<file path="src/rtl/core/cpu_clock_stepper_top_defines.svh">
// Assertion macros used by the clock stepper sequencer.
`ifndef CPU_CLOCK_STEPPER_TOP_DEFINES_SVH
`define CPU_CLOCK_STEPPER_TOP_DEFINES_SVH
`ifndef NO_ASSERTIONS
`define CCS_ASSERT(lbl, clk, rst_n, prop) \
    lbl: assert property (@(posedge clk) disable iff (!rst_n) prop) \
        else $error("clock stepper assertion failed");
`define CCS_ASSERT_ALWAYS(lbl, clk, prop) \
    lbl: assert property (@(posedge clk) prop) \
        else $error("clock stepper assertion failed");
`else
`define CCS_ASSERT(lbl, clk, rst_n, prop)
`define CCS_ASSERT_ALWAYS(lbl, clk, prop)
`endif
`endif

</file>
<file path="src/rtl/core/ccs_pkg.sv">
// Types and constants shared by the clock stepper modules.
package ccs_pkg;

    localparam int unsigned CCS_STEP_COUNT = 6;
    localparam int unsigned NUM_STEP_LINES = 6;
    localparam int unsigned TIME_W         = 32;
    localparam int unsigned MS_CFG_W       = 10;

    localparam logic [MS_CFG_W-1:0] PERIOD_RESET   = 10'd1000;
    localparam logic [MS_CFG_W-1:0] DEBOUNCE_RESET = 10'd50;
    localparam logic [1:0]          PHASE_RESET    = 2'd3;
    localparam logic [1:0]          PHASE_STEP     = 2'd0;
    localparam logic [1:0]          PHASE_SET      = 2'd1;
    localparam logic [1:0]          PHASE_LOW      = 2'd3;

    typedef enum logic [1:0] {
        CFG_MANUAL_MODE = 2'd0,
        CFG_TICK_PERIOD = 2'd1,
        CFG_DEBOUNCE    = 2'd2
    } t_cfg_index;

    typedef struct packed {
        logic [TIME_W-1:0] now_ms;
        logic              button_level;
        logic              hold;
    } t_in_item;

    typedef struct packed {
        logic                      ticked;
        logic                      clock_enable;
        logic                      clock_set;
        logic [NUM_STEP_LINES-1:0] step_lines;
        logic                      waiting_lamp;
    } t_out_item;

    typedef struct packed {
        logic                manual_mode;
        logic [MS_CFG_W-1:0] tick_period_ms;
        logic [MS_CFG_W-1:0] debounce_ms;
    } t_cfg;

    typedef struct packed {
        logic                      clock_enable;
        logic                      clock_set;
        logic [NUM_STEP_LINES-1:0] step_lines;
    } t_seq_view;

endpackage

</file>
<file path="src/rtl/core/cpu_clock_stepper_top.sv">
// Top level of the quarter tick clock generator with step counter.
//
// Input items carry a millisecond timestamp, the raw button level and a hold
// flag; each accepted item yields exactly one result item carrying the tick
// flag, both clock line levels, the one-hot step lines and the waiting lamp.
// Both channels use valid and ready; the configuration channel writes the
// mode, the tick period and the debounce time and is always ready.
// An accepted item is captured in an input register and is evaluated against
// the timer, debouncer and phase state once the output register is free or
// being read, when the result is loaded into the output register. One item is
// accepted every cycle while the receiver keeps ready high; the state update
// made while an item is evaluated is registered and used by the next item.
// When the receiver stalls the result waits in the output register while one
// further item is held in the input register; after that ready falls.
// Reset clears both stages, loads the register defaults (automatic mode,
// period 1000 ms, debounce 50 ms) and places the phase just before step
// phase zero with the clock lines low and no step line lit.
module cpu_clock_stepper_top
    import ccs_pkg::*;
#(
    parameter int unsigned STEP_COUNT = CCS_STEP_COUNT
)
(
    input  logic                i_clk,
    input  logic                i_rst_n,
    input  logic                i_in_valid,
    output logic                o_in_ready,
    input  t_in_item            i_in_data,
    output logic                o_out_valid,
    input  logic                i_out_ready,
    output t_out_item           o_out_data,
    input  logic                i_cfg_valid,
    output logic                o_cfg_ready,
    input  logic [1:0]          i_cfg_index,
    input  logic [MS_CFG_W-1:0] i_cfg_data
);

    logic      r_in_valid;
    t_in_item  r_in_data;
    logic      r_out_valid;
    t_out_item r_out_data;
    t_out_item n_out_data;

    t_cfg      w_cfg;
    t_seq_view w_view;
    logic      w_fire;
    logic      w_tick;

    assign w_fire      = r_in_valid && (!r_out_valid || i_out_ready);
    assign o_in_ready  = !r_in_valid || w_fire;
    assign o_out_valid = r_out_valid;
    assign o_out_data  = r_out_data;

    ccs_cfg_regs u_cfg (
        .i_clk       (i_clk),
        .i_rst_n     (i_rst_n),
        .i_cfg_valid (i_cfg_valid),
        .o_cfg_ready (o_cfg_ready),
        .i_cfg_index (i_cfg_index),
        .i_cfg_data  (i_cfg_data),
        .o_cfg       (w_cfg)
    );

    ccs_tick_gen u_tick (
        .i_clk   (i_clk),
        .i_rst_n (i_rst_n),
        .i_fire  (w_fire),
        .i_item  (r_in_data),
        .i_cfg   (w_cfg),
        .o_tick  (w_tick)
    );

    ccs_sequencer #(
        .STEP_COUNT (STEP_COUNT)
    ) u_seq (
        .i_clk   (i_clk),
        .i_rst_n (i_rst_n),
        .i_fire  (w_fire),
        .i_tick  (w_tick),
        .o_view  (w_view)
    );

    always_comb begin
        n_out_data.ticked       = w_tick;
        n_out_data.clock_enable = w_view.clock_enable;
        n_out_data.clock_set    = w_view.clock_set;
        n_out_data.step_lines   = w_view.step_lines;
        n_out_data.waiting_lamp = r_in_data.hold || w_cfg.manual_mode;
    end

    always_ff @(posedge i_clk) begin
        if (!i_rst_n) begin
            r_in_valid <= 1'b0;
        end else if (o_in_ready) begin
            r_in_valid <= i_in_valid;
        end
    end

    always_ff @(posedge i_clk) begin
        if (i_in_valid && o_in_ready) begin
            r_in_data <= i_in_data;
        end
    end

    always_ff @(posedge i_clk) begin
        if (!i_rst_n) begin
            r_out_valid <= 1'b0;
        end else if (w_fire) begin
            r_out_valid <= 1'b1;
        end else if (i_out_ready) begin
            r_out_valid <= 1'b0;
        end
    end

    always_ff @(posedge i_clk) begin
        if (w_fire) begin
            r_out_data <= n_out_data;
        end
    end

endmodule

</file>
<file path="src/rtl/core/ccs_cfg_regs.sv">
// Configuration register file for the clock stepper.
module ccs_cfg_regs
    import ccs_pkg::*;
(
    input  logic                i_clk,
    input  logic                i_rst_n,
    input  logic                i_cfg_valid,
    output logic                o_cfg_ready,
    input  logic [1:0]          i_cfg_index,
    input  logic [MS_CFG_W-1:0] i_cfg_data,
    output t_cfg                o_cfg
);

    t_cfg r_cfg;

    assign o_cfg_ready = 1'b1;
    assign o_cfg       = r_cfg;

    always_ff @(posedge i_clk) begin
        if (!i_rst_n) begin
            r_cfg.manual_mode    <= 1'b0;
            r_cfg.tick_period_ms <= PERIOD_RESET;
            r_cfg.debounce_ms    <= DEBOUNCE_RESET;
        end else if (i_cfg_valid) begin
            unique case (i_cfg_index)
                CFG_MANUAL_MODE: r_cfg.manual_mode    <= i_cfg_data[0];
                CFG_TICK_PERIOD: r_cfg.tick_period_ms <= i_cfg_data;
                CFG_DEBOUNCE:    r_cfg.debounce_ms    <= i_cfg_data;
                default:         r_cfg                <= r_cfg;
            endcase
        end
    end

endmodule

</file>
<file path="src/rtl/core/ccs_tick_gen.sv">
// Quarter tick decision: interval timer and button debouncer.
module ccs_tick_gen
    import ccs_pkg::*;
(
    input  logic     i_clk,
    input  logic     i_rst_n,
    input  logic     i_fire,
    input  t_in_item i_item,
    input  t_cfg     i_cfg,
    output logic     o_tick
);

    logic [TIME_W-1:0] r_last_tick;
    logic [TIME_W-1:0] r_last_change;
    logic              r_stable;
    logic              r_prev_raw;

    logic [TIME_W-1:0] n_last_tick;
    logic [TIME_W-1:0] n_last_change;
    logic              n_stable;
    logic              n_prev_raw;

    logic [TIME_W-1:0] w_tick_gap;
    logic [TIME_W-1:0] w_quiet_gap;
    logic              w_raw_changed;
    logic              w_timer_due;
    logic              w_settled;

    assign w_tick_gap    = i_item.now_ms - r_last_tick;
    assign w_quiet_gap   = i_item.now_ms - r_last_change;
    assign w_raw_changed = i_item.button_level != r_prev_raw;
    assign w_timer_due   = w_tick_gap >= {{(TIME_W-MS_CFG_W){1'b0}}, i_cfg.tick_period_ms};
    assign w_settled     = !w_raw_changed &&
                           (w_quiet_gap > {{(TIME_W-MS_CFG_W){1'b0}}, i_cfg.debounce_ms});

    always_comb begin
        n_last_tick   = r_last_tick;
        n_last_change = r_last_change;
        n_stable      = r_stable;
        n_prev_raw    = r_prev_raw;
        o_tick        = 1'b0;
        if (!i_item.hold) begin
            if (!i_cfg.manual_mode) begin
                if (w_timer_due) begin
                    o_tick      = 1'b1;
                    n_last_tick = i_item.now_ms;
                end
            end else begin
                if (w_raw_changed) begin
                    n_last_change = i_item.now_ms;
                end
                if (w_settled && (i_item.button_level != r_stable)) begin
                    n_stable = i_item.button_level;
                    o_tick   = i_item.button_level;
                end
                n_prev_raw = i_item.button_level;
            end
        end
    end

    always_ff @(posedge i_clk) begin
        if (!i_rst_n) begin
            r_last_tick   <= '0;
            r_last_change <= '0;
            r_stable      <= 1'b1;
            r_prev_raw    <= 1'b1;
        end else if (i_fire) begin
            r_last_tick   <= n_last_tick;
            r_last_change <= n_last_change;
            r_stable      <= n_stable;
            r_prev_raw    <= n_prev_raw;
        end
    end

endmodule

</file>
<file path="src/rtl/core/ccs_sequencer.sv">
// Quarter phase and step counter with clock line and step line decode.
`include "cpu_clock_stepper_top_defines.svh"
module ccs_sequencer
    import ccs_pkg::*;
#(
    parameter int unsigned STEP_COUNT = CCS_STEP_COUNT
)
(
    input  logic      i_clk,
    input  logic      i_rst_n,
    input  logic      i_fire,
    input  logic      i_tick,
    output t_seq_view o_view
);

    localparam int unsigned STEP_W = $clog2(STEP_COUNT + 1);

    logic [1:0]        r_phase;
    logic [STEP_W-1:0] r_step;
    logic [1:0]        n_phase;
    logic [STEP_W-1:0] n_step;
    logic              w_adv;

    assign w_adv = i_fire && i_tick;

    always_comb begin
        n_phase = r_phase;
        n_step  = r_step;
        if (w_adv) begin
            n_phase = r_phase + 2'd1;
            if (n_phase == PHASE_STEP) begin
                if (r_step >= STEP_W'(STEP_COUNT)) begin
                    n_step = STEP_W'(1);
                end else begin
                    n_step = r_step + STEP_W'(1);
                end
            end
        end
    end

    always_comb begin
        o_view.clock_enable = n_phase != PHASE_LOW;
        o_view.clock_set    = n_phase == PHASE_SET;
        for (int k = 0; k < NUM_STEP_LINES; k++) begin
            o_view.step_lines[k] = 32'(n_step) == 32'(k + 1);
        end
    end

    always_ff @(posedge i_clk) begin
        if (!i_rst_n) begin
            r_phase <= PHASE_RESET;
            r_step  <= '0;
        end else begin
            r_phase <= n_phase;
            r_step  <= n_step;
        end
    end

    `CCS_ASSERT(a_step_in_range, i_clk, i_rst_n, r_step <= STEP_W'(STEP_COUNT))
    `CCS_ASSERT(a_lines_onehot, i_clk, i_rst_n, $onehot0(o_view.step_lines))
    `CCS_ASSERT(a_phase_adv, i_clk, i_rst_n, w_adv |=> r_phase == $past(r_phase) + 2'd1)
    `CCS_ASSERT(a_hold_still, i_clk, i_rst_n, !w_adv |=> $stable(r_phase) && $stable(r_step))

endmodule

</file>
<file path="config.mk">
export PLATFORM = sky130hd
export DESIGN_NAME = cpu_clock_stepper_top
export DESIGN_NICKNAME = d
export VERILOG_FILES = /design/src/rtl/core/ccs_pkg.sv /design/src/rtl/core/cpu_clock_stepper_top.sv /design/src/rtl/core/ccs_cfg_regs.sv /design/src/rtl/core/ccs_tick_gen.sv /design/src/rtl/core/ccs_sequencer.sv
export VERILOG_INCLUDE_DIRS = /design/src /design/src/rtl/core
export SDC_FILE = /design/constraint.sdc
export NUM_CORES = 1
export LEC_CHECK = 0
export BUFFER_PORTS_ARGS = -buffer_cell sky130_fd_sc_hd__buf_2
export CAP_MARGIN = 5
export CORE_MARGIN = 5
export CORE_UTILIZATION = 55
export CTS_CLUSTER_DIAMETER = 60
export DETAILED_ROUTE_END_ITERATION = 16
export PLACE_DENSITY_LB_ADDON = 0.2
export SKIP_CTS_REPAIR_TIMING = 1
export SYNTH_ARGS = -nofsm -noshare
export SYNTH_HDL_FRONTEND = slang
export SYNTH_SLANG_ARGS = --single-unit
</file>
<file path="constraint.sdc">
create_clock -name i_clk -period 10.9 [get_ports i_clk]
set_clock_uncertainty 0.05 [all_clocks]
set_input_delay 1.635 -clock i_clk [delete_from_list [all_inputs] [get_ports i_clk]]
set_output_delay 1.635 -clock i_clk [all_outputs]
set_load 0.02 [all_outputs]
</file>
* Yosys cells after proc, flatten, opt, wreduce, memory -nomap -nowiden
Cells that the tools add are included.
Word-level totals: logic and storage cells 71, bits in latches 0, output and inout bits 13, memories 0, input port bits 51, register bits 138, RAM bits 0, bits in read-only memories 0
Cells by class: multiplexer cells 10, eq/ne operators 12, div/mod/pow operators 0, shifts and indexed selects 0, $add $sub $neg 4, multiply operators 0, magnitude comparators 3, reduce and logical (&&, ||, !) cells 21, bitwise operators 2
Operator list (count):
- subtractor 32 bit | 2
- >= comparator 32 x 10 -> 1 bit | 1
- greater-than comparator 32 x 10 -> 1 bit | 1
- AND reduction 4 bit | 3
- == test 3 bit (second input constant) | 3
- 2-to-1 mux 3 bit | 3
- == test 3 x 2 -> 1 bit (second input constant) | 2
- 2-to-1 mux 1 bit | 6
- AND reduction 2 bit | 3
- logical AND 1 bit | 5
- == test 2 x 1 -> 1 bit (second input constant) | 2
- logical NOT 2 bit | 2
- adder 3 x 1 -> 3 bit (second input constant) | 1
- == test 3 x 1 -> 1 bit (second input constant) | 1
- >= comparator 3 bit (second input constant) | 1
- logical NOT 1 bit | 3
- logical OR 1 bit | 3
- AND reduction 3 bit | 1
- adder 2 x 1 -> 2 bit (second input constant) | 1
- == test 2 bit (second input constant) | 1
- 2-to-1 mux 2 bit | 1
- inequality test 1 bit | 2
- inequality test 2 bit (second input constant) | 1
- inverter 1 bit | 2
- nonzero test 2 bit | 1

* Longest topological paths before layout
Gate-level depths: netlist of run 1.
depth after elaboration 10, depth in mapped cells 23, mapped depth without buffers 22

* Modules after synthesis
From an unflattened synthesis of run 1, not the netlist that was laid out.
Unflattened totals: cell total of the unflattened synthesis 1177, area, all modules 9773.1 sq um
Modules (own cells, without submodules):
- ccs_tick_gen | cells each 966, times used 1, sequential area each 1321.3 sq um, area each 7004.2 sq um
- cpu_clock_stepper_top | cells each 54, times used 1, sequential area each 1361.3 sq um, area each 1431.4 sq um
- ccs_cfg_regs | cells each 92, times used 1, sequential area each 420.4 sq um, area each 880.8 sq um
- ccs_sequencer | cells each 65, times used 1, sequential area each 100.1 sq um, area each 456.7 sq um

* Worst setup path after synthesis of run 1
OpenSTA, ideal clock, no wires.
path type register to register, from register r_in_data[6] in the netlist's numbering, to register r_out_data, in the netlist o_out_data[6] (data pin), buffers on the path 1, required time 10.595 ns, stages on the path, launching flop included 21, library setup time 0.255 ns, setup slack 5.620 ns, period minus slack after synthesis 5.280 ns, arrival time 4.975 ns, cell sequence edfxtp_1 -> ha_1 -> nand2_1 -> a211oi_1 -> nor2_1 -> o21ai_0 -> a21o_1 -> a21oi_1 -> xnor2_1 -> ha_1 -> a221oi_2 -> o221ai_1 -> or4_1 -> or4_1 -> a2111oi_1 -> nand4_1 -> nor4_4 -> o22a_2 -> buf_6 -> mux2i_1 -> o21ba_1
RTL lines:
- from (decl) | RTL line cpu_clock_stepper_top.sv:39 | t_in_item r_in_data;
- from (signal assigned) | RTL line cpu_clock_stepper_top.sv:101 | r_in_data <= i_in_data;
- to (signal assigned) | RTL line cpu_clock_stepper_top.sv:117 | r_out_data <= n_out_data;
- to (decl) | RTL line cpu_clock_stepper_top.sv:41 | t_out_item r_out_data;

==> flow_metrics.tcl, run 1 <==
set metrics [dict create \
    ys_async_sr_fraction 0 \
    grt_pass1_vias 7871 \
    grt_max_degree 60 \
    endpoint_kind "register" \
    area_growth_syn_to_layout_pct 10.4 \
    finalSetupViolCount 0 \
    h-tree-depth 4 \
    power_density_nw_per_um2 132 \
    intPower_mw 0.990 \
    cts_tree "yes" \
    synth_edf_count 44 \
    yosysMostFrequentCell "nand2_1" \
    crit_arrival_ps 6150 \
    fillers 1574 \
    synth_top_family_by_area "compound AO/OA/AOI/OAI gates" \
    fin_nets 1364 \
    finalSetupTns_ps 0 \
    route.met3.wl_mm 1.60 \
    grt_pass1_wl_mm 39.7 \
    via_count 8574 \
    grt_setup_unrepaired "no" \
    antenna_found_initial 0 \
    worstHoldPathType "reg2reg" \
    clock_latency_ps 430 \
    synth_warnings 0 \
    ys_top_cells_by_count "nand2_1, a21oi_1, inv_1" \
    setup_ws_ps 5000 \
    avgViaCountPerCell 5.86 \
    hold_viol_final 0 \
    cp_data_required_time_ps 11150 \
    combPwrFrac 0.191 \
    worstPathCellList "inv_1 > ha_1 > inv_1 > fa_1 > a21oi_1 > o21ai_0 > a21oi_1 > o21bai_1 > a21oi_1 > xnor2_1 > ha_1 > o211ai_1 > or4_1 > o221ai_1 > or4_1 > or4_1 > a2111oi_1 > nand4_1 > nor4_4 > o22a_2 > mux2_1 > o21ba_1" \
    synth_nets 1330 \
    synth_seq_cells 138 \
    fin_util 0.616 \
    synthXorXnorAreaFrac 0.0356 \
    detail_route.drc_violations 0 \
    slowest_stage "or4_1" \
    finalMaxSlewViolations 0 \
    crit_fanout 12 \
    synth.top_cell.area_share 0.196 \
    synthAdderAreaFrac 0.115 \
    wl_met1_mm 11.5 \
    dr.pass1.iters 5 \
    gp_congestion 0.944 \
    synth_cell_types 73 \
    drv_cap 0 \
    synthTopCellsByArea "dfxtp_1, edfxtp_1, ha_1" \
    worstMarginPinSlew_ps 954 \
    cts_buffer_depth 2 \
    cts_sinks 138 \
    worstSetupStartpointType "register" \
    fin_crit_ps 5900 \
    top_layer "met4" \
    ioPinCount 64 \
    dieArea_um2 20200 \
    coreArea_um2 17200 \
    row_count 48 \
    root_buffer "clkbuf_16" \
    start_util 0.558 \
    met2WireLength_mm 10.9 \
    synth_compound_area_frac 0.212 \
    slew_headroom 0.362 \
    cts_buffers 17 \
    synth_ff_type "dfxtp_1" \
    p_leak_nw 4.01 \
    peakVddDrop_uv 112 \
    synth_area_um2 9590 \
    overflow 0 \
    postRouteAntennaNets 0 \
    crit_type "reg2reg" \
    dp_hpwl_mm 18.7 \
    seq_power_share 0.407 \
    post-place-ws_ps 5040 \
    run_status "complete, no violations" \
    synthSimpleGateAreaFrac 0.203 \
    drive_gt1_frac 0.0928 \
    fin_crit_sh 0.541 \
    io_buffers 62 \
    synthCells 1192 \
    drt-total-wl_mm 24.3 \
    yosysTopAreaCell "dfxtp_1" \
    wl_per_cell_um 16.6 \
    yosys-mux-area-fraction 0.0377 \
    p_sw_mw 0.404 \
    avgSynthCellArea_um2 8.05 \
    clk_pin_slew_ps 60 \
    yosysSeqAreaShare 0.334 \
    netSwitchingFraction 0.290 \
    max_freq_mhz 170 \
    p_clk_frac 0.402 \
    die_y_um 142 \
    antennaDiodeCount 0 \
    track_usage 0.245 \
    die_width_um 142 \
    drt_first_iter_violations 657 \
    slowest_delay_ps 490 \
]
[critical path: cells and delay by family (launching register included)]
kind                     cells  cell delay, ps
AND/OR/NAND/NOR              5            1740
multiplexers                 1             360
adder cells (fa/ha/maj)      3             830
XOR/XNOR                     1             140
buffers and inverters        2             150
flip-flops                   1             410
AO/OA/AOI/OAI               10            2070
[layout make-up]
| class | count | area [µm²] | share of cell area |
|---|---|---|---|
| flip-flops and latches | 138 | 3200 | 0.302 |
| well taps | 225 | 282 | 0.0266 |
| clock inverters | 8 | 57.6 | 0.00544 |
| repair buffers | 64 | 325 | 0.0307 |
| clock buffers | 24 | 523 | 0.0494 |
| multi-input cells | 901 | 5810 | 0.549 |
| inverters | 104 | 390 | 0.0369 |
[path summary, 6_finish.rpt]
path | from | endpoint | slack (ps) | depth (start not counted)
setup / recovery | r_in_data[2] | o_out_data[5] | 5000 | 22
hold / removal | u_tick.r_last_change[10] | u_tick.r_last_change[10] | 400 | 2
setup reg to reg | r_in_data[2] | o_out_data[5] | 5000 | 22
hold reg to reg | u_tick.r_last_change[10] | u_tick.r_last_change[10] | 400 | 2
[state kept, by name, summed over array words and instances, names as in the netlist, 2 cells and up]
register              flops
r_in_data                34
u_tick.r_last_change     32
u_tick.r_last_tick       32
u_cfg.o_cfg              21
o_out_data               10
u_seq.r_step              3
u_seq.r_phase             2
[cell families (layout without fill, tap and decap cells)]
group           Yosys count  count (layout)
simple gates            420             420
compound gates          318             318
buf+inv                 153             200
flops                   138             138
fa+ha+maj                87              87
xor+xnor                 39              39
mux                      36              36
other cells               1               1
[layer usage]
metal	up-vias	GRT usage
met5	-	0
met4	0	0.0576
met3	30	0.0380
met2	266	0.389
met1	3975	0.352
li1	4303	-
[through the flow]
stage	hold WS, ps	instances	total power [mW]	instance area, µm²
6_report	404	1464	1.39	10600
3_5_place_dp	397	1432	0.839	10000
4_1_cts	405	1464	1.40	10600
2_1_floorplan	386	1192	0.769	9590
3_3_place_gp	392	1432	0.836	10000
5_1_grt	421	1464	1.47	10600
[power by group through the flow]
stage                     sequential [mW]  combinational [mW]  clock (mW)
after floorplan                     0.573               0.196           0
after global placement              0.577               0.259           0
after detailed placement            0.578               0.261           0
after CTS                           0.567               0.263       0.568
after global routing                0.569               0.297       0.600
final                               0.567               0.266       0.561
[placed cells by master (no fill, tap or decap), types with 6 or more instances in the layout]
cell / synthesis / routed
nand2_1: 177 / 177
o21bai_1: 7 / 7
and2_1: 8 / 7
or3_1: 6 / 6
or4_1: 6 / 6
ha_1: 85 / 85
a21oi_1: 123 / 123
a211oi_1: 13 / 13
clkbuf_16: 0 / 18
buf_2: 8 / 62
xnor2_1: 25 / 25
a2111oi_0: 6 / 6
nor3b_1: 7 / 7
o2111ai_1: 6 / 6
a31oi_1: 11 / 11
nor3_1: 15 / 14
nor2b_1: 15 / 14
and3_1: 11 / 11
nand2b_1: 14 / 13
mux2i_1: 35 / 35
o211ai_1: 22 / 22
o21ai_0: 46 / 46
nor2_1: 97 / 97
a21o_1: 16 / 16
xor2_1: 14 / 14
dfxtp_1: 94 / 94
o21a_1: 12 / 12
nand3_1: 24 / 24
nand4_1: 19 / 19
inv_1: 102 / 102
nor4_1: 6 / 6
edfxtp_1: 44 / 44
Note: power is estimated with default switching activity, not from simulation.
==> inputs of run 2 (changes only) <==
clock period = 5.6 ns   (was 10.9 ns; I/O delays follow)
==> run 2 against run 1 <==
First-iteration DRC count is 9.4% higher. Worst hold slack worse by 0.69 ps. Total power is 98% higher. Non-clock buffer count increased by 16. Sequential power is 94% higher. Critical endpoint is now o_out_data[1].
==> flow_metrics.tcl, run 2 (same netlist as run 1, synthesis figures left out) <==
set metrics [dict create \
    root_buffer "clkbuf_16" \
    overflow 0 \
    run_status "complete, no violations" \
    clock_latency_ps 440 \
    worstMarginPinSlew_ps 937 \
    via_count 8645 \
    hold_viol_final 0 \
    fin_crit_ps 5320 \
    final_cell_mix "nand2_1, a21oi_1, inv_1, nor2_1, dfxtp_1" \
    slew_headroom 0.375 \
    dp.cells 1448 \
    p_clk_frac 0.406 \
    dieArea_um2 20200 \
    finalSetupTns_ps 0 \
    max_freq_mhz 188 \
    fin_util 0.626 \
    worstPathCellList "inv_1 > ha_1 > inv_1 > fa_1 > a21oi_2 > o21ai_1 > a21oi_1 > o21bai_1 > a21oi_2 > xnor2_1 > ha_1 > o211ai_1 > or4_1 > o221ai_1 > or4_1 > or4_4 > a2111oi_4 > nand4_1 > nor4_4 > buf_4 > nor2_1 > o32ai_2 > nor2_1" \
    intPower_mw 1.95 \
    reg2reg_to "o_out_data[1]" \
    clk_pin_slew_ps 60 \
    avgViaCountPerCell 5.84 \
    slowest_delay_ps 510 \
    netSwitchingFraction 0.295 \
    hold-path-endpoint "u_tick.r_last_change[30]" \
    largest-register "r_in_data" \
    drive_gt1_frac 0.110 \
    fin_nets 1380 \
    largest_reg_flops 34 \
    endpoint_kind "register" \
    worstSetupStartpointType "register" \
    crit_cells 23 \
    cts_buffers 17 \
    combPwrFrac 0.195 \
    area_growth_syn_to_layout_pct 12.1 \
    dp_hpwl_mm 18.9 \
    crit_fanout 5 \
    cts_tree "yes" \
    setup_ws_ps 276 \
    crit_arrival_ps 5450 \
    p_leak_nw 4.10 \
    final_cells 1480 \
    crit_buf_inv 3 \
    drv_cap 0 \
    grt_pass1_wl_mm 40.4 \
    antenna_found_initial 0 \
    p_sw_mw 0.815 \
    finalMaxSlewViolations 0 \
    gp_congestion 0.943 \
    coreArea_um2 17200 \
    power_density_nw_per_um2 257 \
    r2r_slack_ps 280 \
    crit_type "reg2reg" \
    dpl-instance-area_um2 10100 \
    h-tree-depth 4 \
    finalSetupViolCount 0 \
    post-place-ws_ps 82.2 \
    grt_pass1_vias 7882 \
    antennaDiodeCount 0 \
    wl_per_cell_um 16.9 \
    dr.pass1.iters 5 \
    fillers 1586 \
    grt_max_degree 60 \
    peakVddDrop_uv 198 \
    cts_sinks 138 \
    start_util 0.558 \
    rr_startpoint "r_in_data[2]" \
    seq_power_share 0.399 \
    path_delay_family "simple AND/OR/NAND/NOR gates" \
    drt-total-wl_mm 24.9 \
    cp_data_required_time_ps 5720 \
    die_width_um 142 \
    final_common_cell "nand2_1" \
    slowest_stage "or4_4" \
    min_from "u_tick.r_last_change[30]" \
    row_count 48 \
    detail_route.drc_violations 0 \
    cts_buffer_depth 2 \
    ioPinCount 64 \
    reg_top3 "r_in_data x34, u_tick.r_last_change x32, u_tick.r_last_tick x32" \
    worstHoldPathType "reg2reg" \
    io_buffers 62 \
    postRouteAntennaNets 0 \
    die_y_um 142 \
    fin_crit_sh 0.951 \
    track_usage 0.249 \
    final_area_um2 10800 \
    reg2regPathDepth 23 \
    drt_first_iter_violations 719 \
    hold_depth 2 \
]
[run 2: changes by cell type in the layout (fill, tap and decap cells not counted), moves of 2 or more]
| cell | delta |
|---|---|
| clkbuf_8 | -5 |
| o21ai_0 | -2 |
| clkinv_2 | +3 |
| o21ai_1 | +2 |
| inv_6 | +3 |
| clkinv_4 | -2 |
| buf_4 | +16 |
| a21oi_1 | -2 |
| a21oi_2 | +2 |
[run 2: final cells by class]
type | instances | area, µm² | area share
flip-flops and latches | 138 | 3200 | 0.298
clock buffers | 19 | 475 | 0.0442
multi-input cells | 901 | 5840 | 0.544
well taps | 225 | 282 | 0.0262
clock inverters | 13 | 113 | 0.0105
repair buffers | 80 | 445 | 0.0414
inverters | 104 | 390 | 0.0363
[run 2: stage by stage]
stage          power, mW  hold slack [ps]
2_1_floorplan       1.50              386
3_3_place_gp        1.64              392
3_5_place_dp        1.64              397
4_1_cts             2.77              406
5_1_grt             2.89              424
6_report            2.76              403
[run 2: worst max-delay path by stage]
stage                     slack (ps)       endpoint    startpoint
after floorplan                  320  o_out_data[6]  r_in_data[6]
after global placement           270  o_out_data[1]  r_in_data[6]
after detailed placement          80  o_out_data[1]  r_in_data[6]
after CTS                         50  o_out_data[1]  r_in_data[6]
after global routing              -8  o_out_data[1]  r_in_data[2]
final                            280  o_out_data[1]  r_in_data[2]
[run 2: power by group through the flow]
stage	Sequential, mW	Combinational (mW)	Clock (mW)
floorplan	1.12	0.381	0
global placement	1.12	0.517	0
detailed placement	1.12	0.522	0
CTS	1.10	0.527	1.14
global route	1.10	0.598	1.18
finish	1.10	0.538	1.12
[run 2: tightest hold or removal path, cell delays in order (launching register included)]
cell and delay, ps:
dfxtp_1 310, nand2_1 50, a21oi_1 50
[run 2: per-layer routing]
metal | part of all wire | GRT usage | vias up | wire (µm)
li1 | - | - | 4344 | -
met1 | 0.48 | 0.360 | 4015 | 11900
met2 | 0.44 | 0.384 | 249 | 11000
met3 | 0.057 | 0.0370 | 37 | 1430
met4 | 0.023 | 0.0773 | 0 | 581
met5 | 0 | 0 | - | 0
==> inputs of run 3 (changes only) <==
clock period = 5.8 ns   (was 5.6 ns; I/O delays follow)
==> run 3 against run 2 <==
Non-clock buffer count is 7 lower. Sequential share of layout area is the same. Critical endpoint is now o_out_data[5]. Routed wire length down 0.42%. Cell count shrank 0.47%. Clock-buffer cell count rose by 2. Flip-flop and latch count stayed put. Clock power grew 4%. Highest routed layer unchanged.
==> flow_metrics.tcl, run 3 (same netlist as run 1, synthesis figures left out) <==
set metrics [dict create \
    dieArea_um2 20200 \
    slowest_delay_ps 540 \
    path_delay_family "compound AO/OA/AOI/OAI gates" \
    power.total_mw 2.74 \
    dp.cells 1439 \
    fin_util 0.626 \
    peakVddDrop_uv 206 \
    reg_top3 "r_in_data x34, u_tick.r_last_change x32, u_tick.r_last_tick x32" \
    wl_per_cell_um 16.9 \
    track_usage 0.249 \
    h-tree-depth 4 \
    seq_power_share 0.388 \
    largest_reg_flops 34 \
    antenna_found_initial 0 \
    final_cell_mix "nand2_1, a21oi_1, inv_1, nor2_1, dfxtp_1" \
    r2r_slack_ps 390 \
    dp_hpwl_mm 18.9 \
    cts_sinks 138 \
    largest-register "r_in_data" \
    fin_crit_ps 5410 \
    combPwrFrac 0.187 \
    final_common_cell "nand2_1" \
    clock_latency_ps 430 \
    clk_pin_slew_ps 60 \
    worstPathCellList "inv_1 > ha_1 > inv_1 > fa_1 > a21oi_2 > o21ai_1 > a21oi_2 > o21bai_1 > a21oi_1 > xnor2_1 > ha_1 > o211ai_1 > or4_1 > o221ai_1 > or4_1 > or4_1 > a2111oi_4 > nand4_1 > nor4_4 > o22a_4 > mux2_1 > o21ba_1" \
    dr.pass1.iters 5 \
    avgViaCountPerCell 5.80 \
    grt_max_degree 56 \
    netSwitchingFraction 0.279 \
    cp_data_required_time_ps 6050 \
    finalSetupViolCount 0 \
    p_clk_frac 0.425 \
    detail_route.drc_violations 0 \
    drt-total-wl_mm 24.8 \
    grt_setup_unrepaired "no" \
    die_width_um 142 \
    power_density_nw_per_um2 255 \
    start_util 0.558 \
    cts_buffer_depth 2 \
    antennaDiodeCount 0 \
    overflow 0 \
    run_status "complete, no violations" \
    cts_buffers 17 \
    fin_nets 1373 \
    crit_cells 22 \
    area_growth_syn_to_layout_pct 12.1 \
    worstSetupStartpointType "register" \
    max_freq_mhz 185 \
    worstHoldPathType "reg2reg" \
    drt_first_iter_violations 551 \
    final_cells 1473 \
    die_y_um 142 \
    gp_congestion 0.946 \
    cts_tree "yes" \
    row_count 48 \
    endpoint_kind "register" \
    crit_fanout 6 \
    p_sw_mw 0.765 \
    p_leak_nw 4.08 \
    hold_depth 2 \
    cp_common_cell "or4_1" \
    grt_pass1_vias 8014 \
    finalMaxSlewViolations 0 \
    ioPinCount 64 \
    drv_cap 0 \
    postRouteAntennaNets 0 \
    fillers 1563 \
    worstMarginPinSlew_ps 951 \
    hold_viol_final 0 \
    io_buffers 62 \
    slowest_stage "or4_1" \
    drive_gt1_frac 0.101 \
    fin_crit_sh 0.932 \
    coreArea_um2 17200 \
    via_count 8550 \
    root_buffer "clkbuf_16" \
    reg2regPathDepth 22 \
    intPower_mw 1.98 \
    crit_arrival_ps 5660 \
    crit_buf_inv 2 \
    grt_pass1_wl_mm 40.8 \
    crit_type "reg2reg" \
    slew_headroom 0.350 \
]
## run 3: changes by cell type in the layout (fill, tap and decap cells not counted), sizes merged
cell | previous run | this run
buf | 80 | 73
bufinv | 1 | 4
clkinvlp | 4 | 1
inv | 108 | 105
clkbuf | 19 | 21
clkinv | 4 | 5
## run 3: worst min-delay path: stages, from the launching register on
cell and delay (ps):
dfxtp_1 310, nand2_1 50, a21oi_1 50
## run 3: power groups by stage
stage	sequential [mW]	clock [mW]	combinational [mW]
after global routing	1.07	1.23	0.575
after global placement	1.08	0	0.494
after CTS	1.06	1.18	0.501
after floorplan	1.08	0	0.368
after detailed placement	1.08	0	0.498
final	1.06	1.17	0.512
## run 3: through the flow
step	hold WS, ps	worst slack [ps]	cell area [µm²]	TNS, ps
after floorplan	386	520	9590	0
after global placement	392	255	10100	0
after detailed placement	397	-38.9	10100	-82.6
after CTS	404	-95.8	10700	-272
after global routing	425	4.19	10800	0
final	404	395	10800	0
## run 3: cell type report
class	count	area [µm²]	share of cell area
Sequential cell	138	3200	0.298
Multi-Input combinational cell	901	5860	0.545
Clock inverter	11	168	0.0156
Clock buffer	21	460	0.0428
Tap cell	225	282	0.0262
Inverter	104	390	0.0363
Timing Repair Buffer	73	393	0.0365
## run 3: worst paths after layout
check	from	end
worst max register to register	r_in_data[2]	o_out_data[5]
worst max-delay path	r_in_data[2]	o_out_data[5]
worst min register to register	u_tick.r_last_change[17]	u_tick.r_last_change[17]
worst min-delay path	u_tick.r_last_change[17]	u_tick.r_last_change[17]
## run 3: metal layers
metal  vias to the layer above  track usage  routed length (µm)
met1                      3983        0.360               12100
met4                         0       0.0768                 534
li1                       4321            -                   -
met3                        36       0.0366                1210
met2                       210        0.387               11000
met5                         -            0                   0
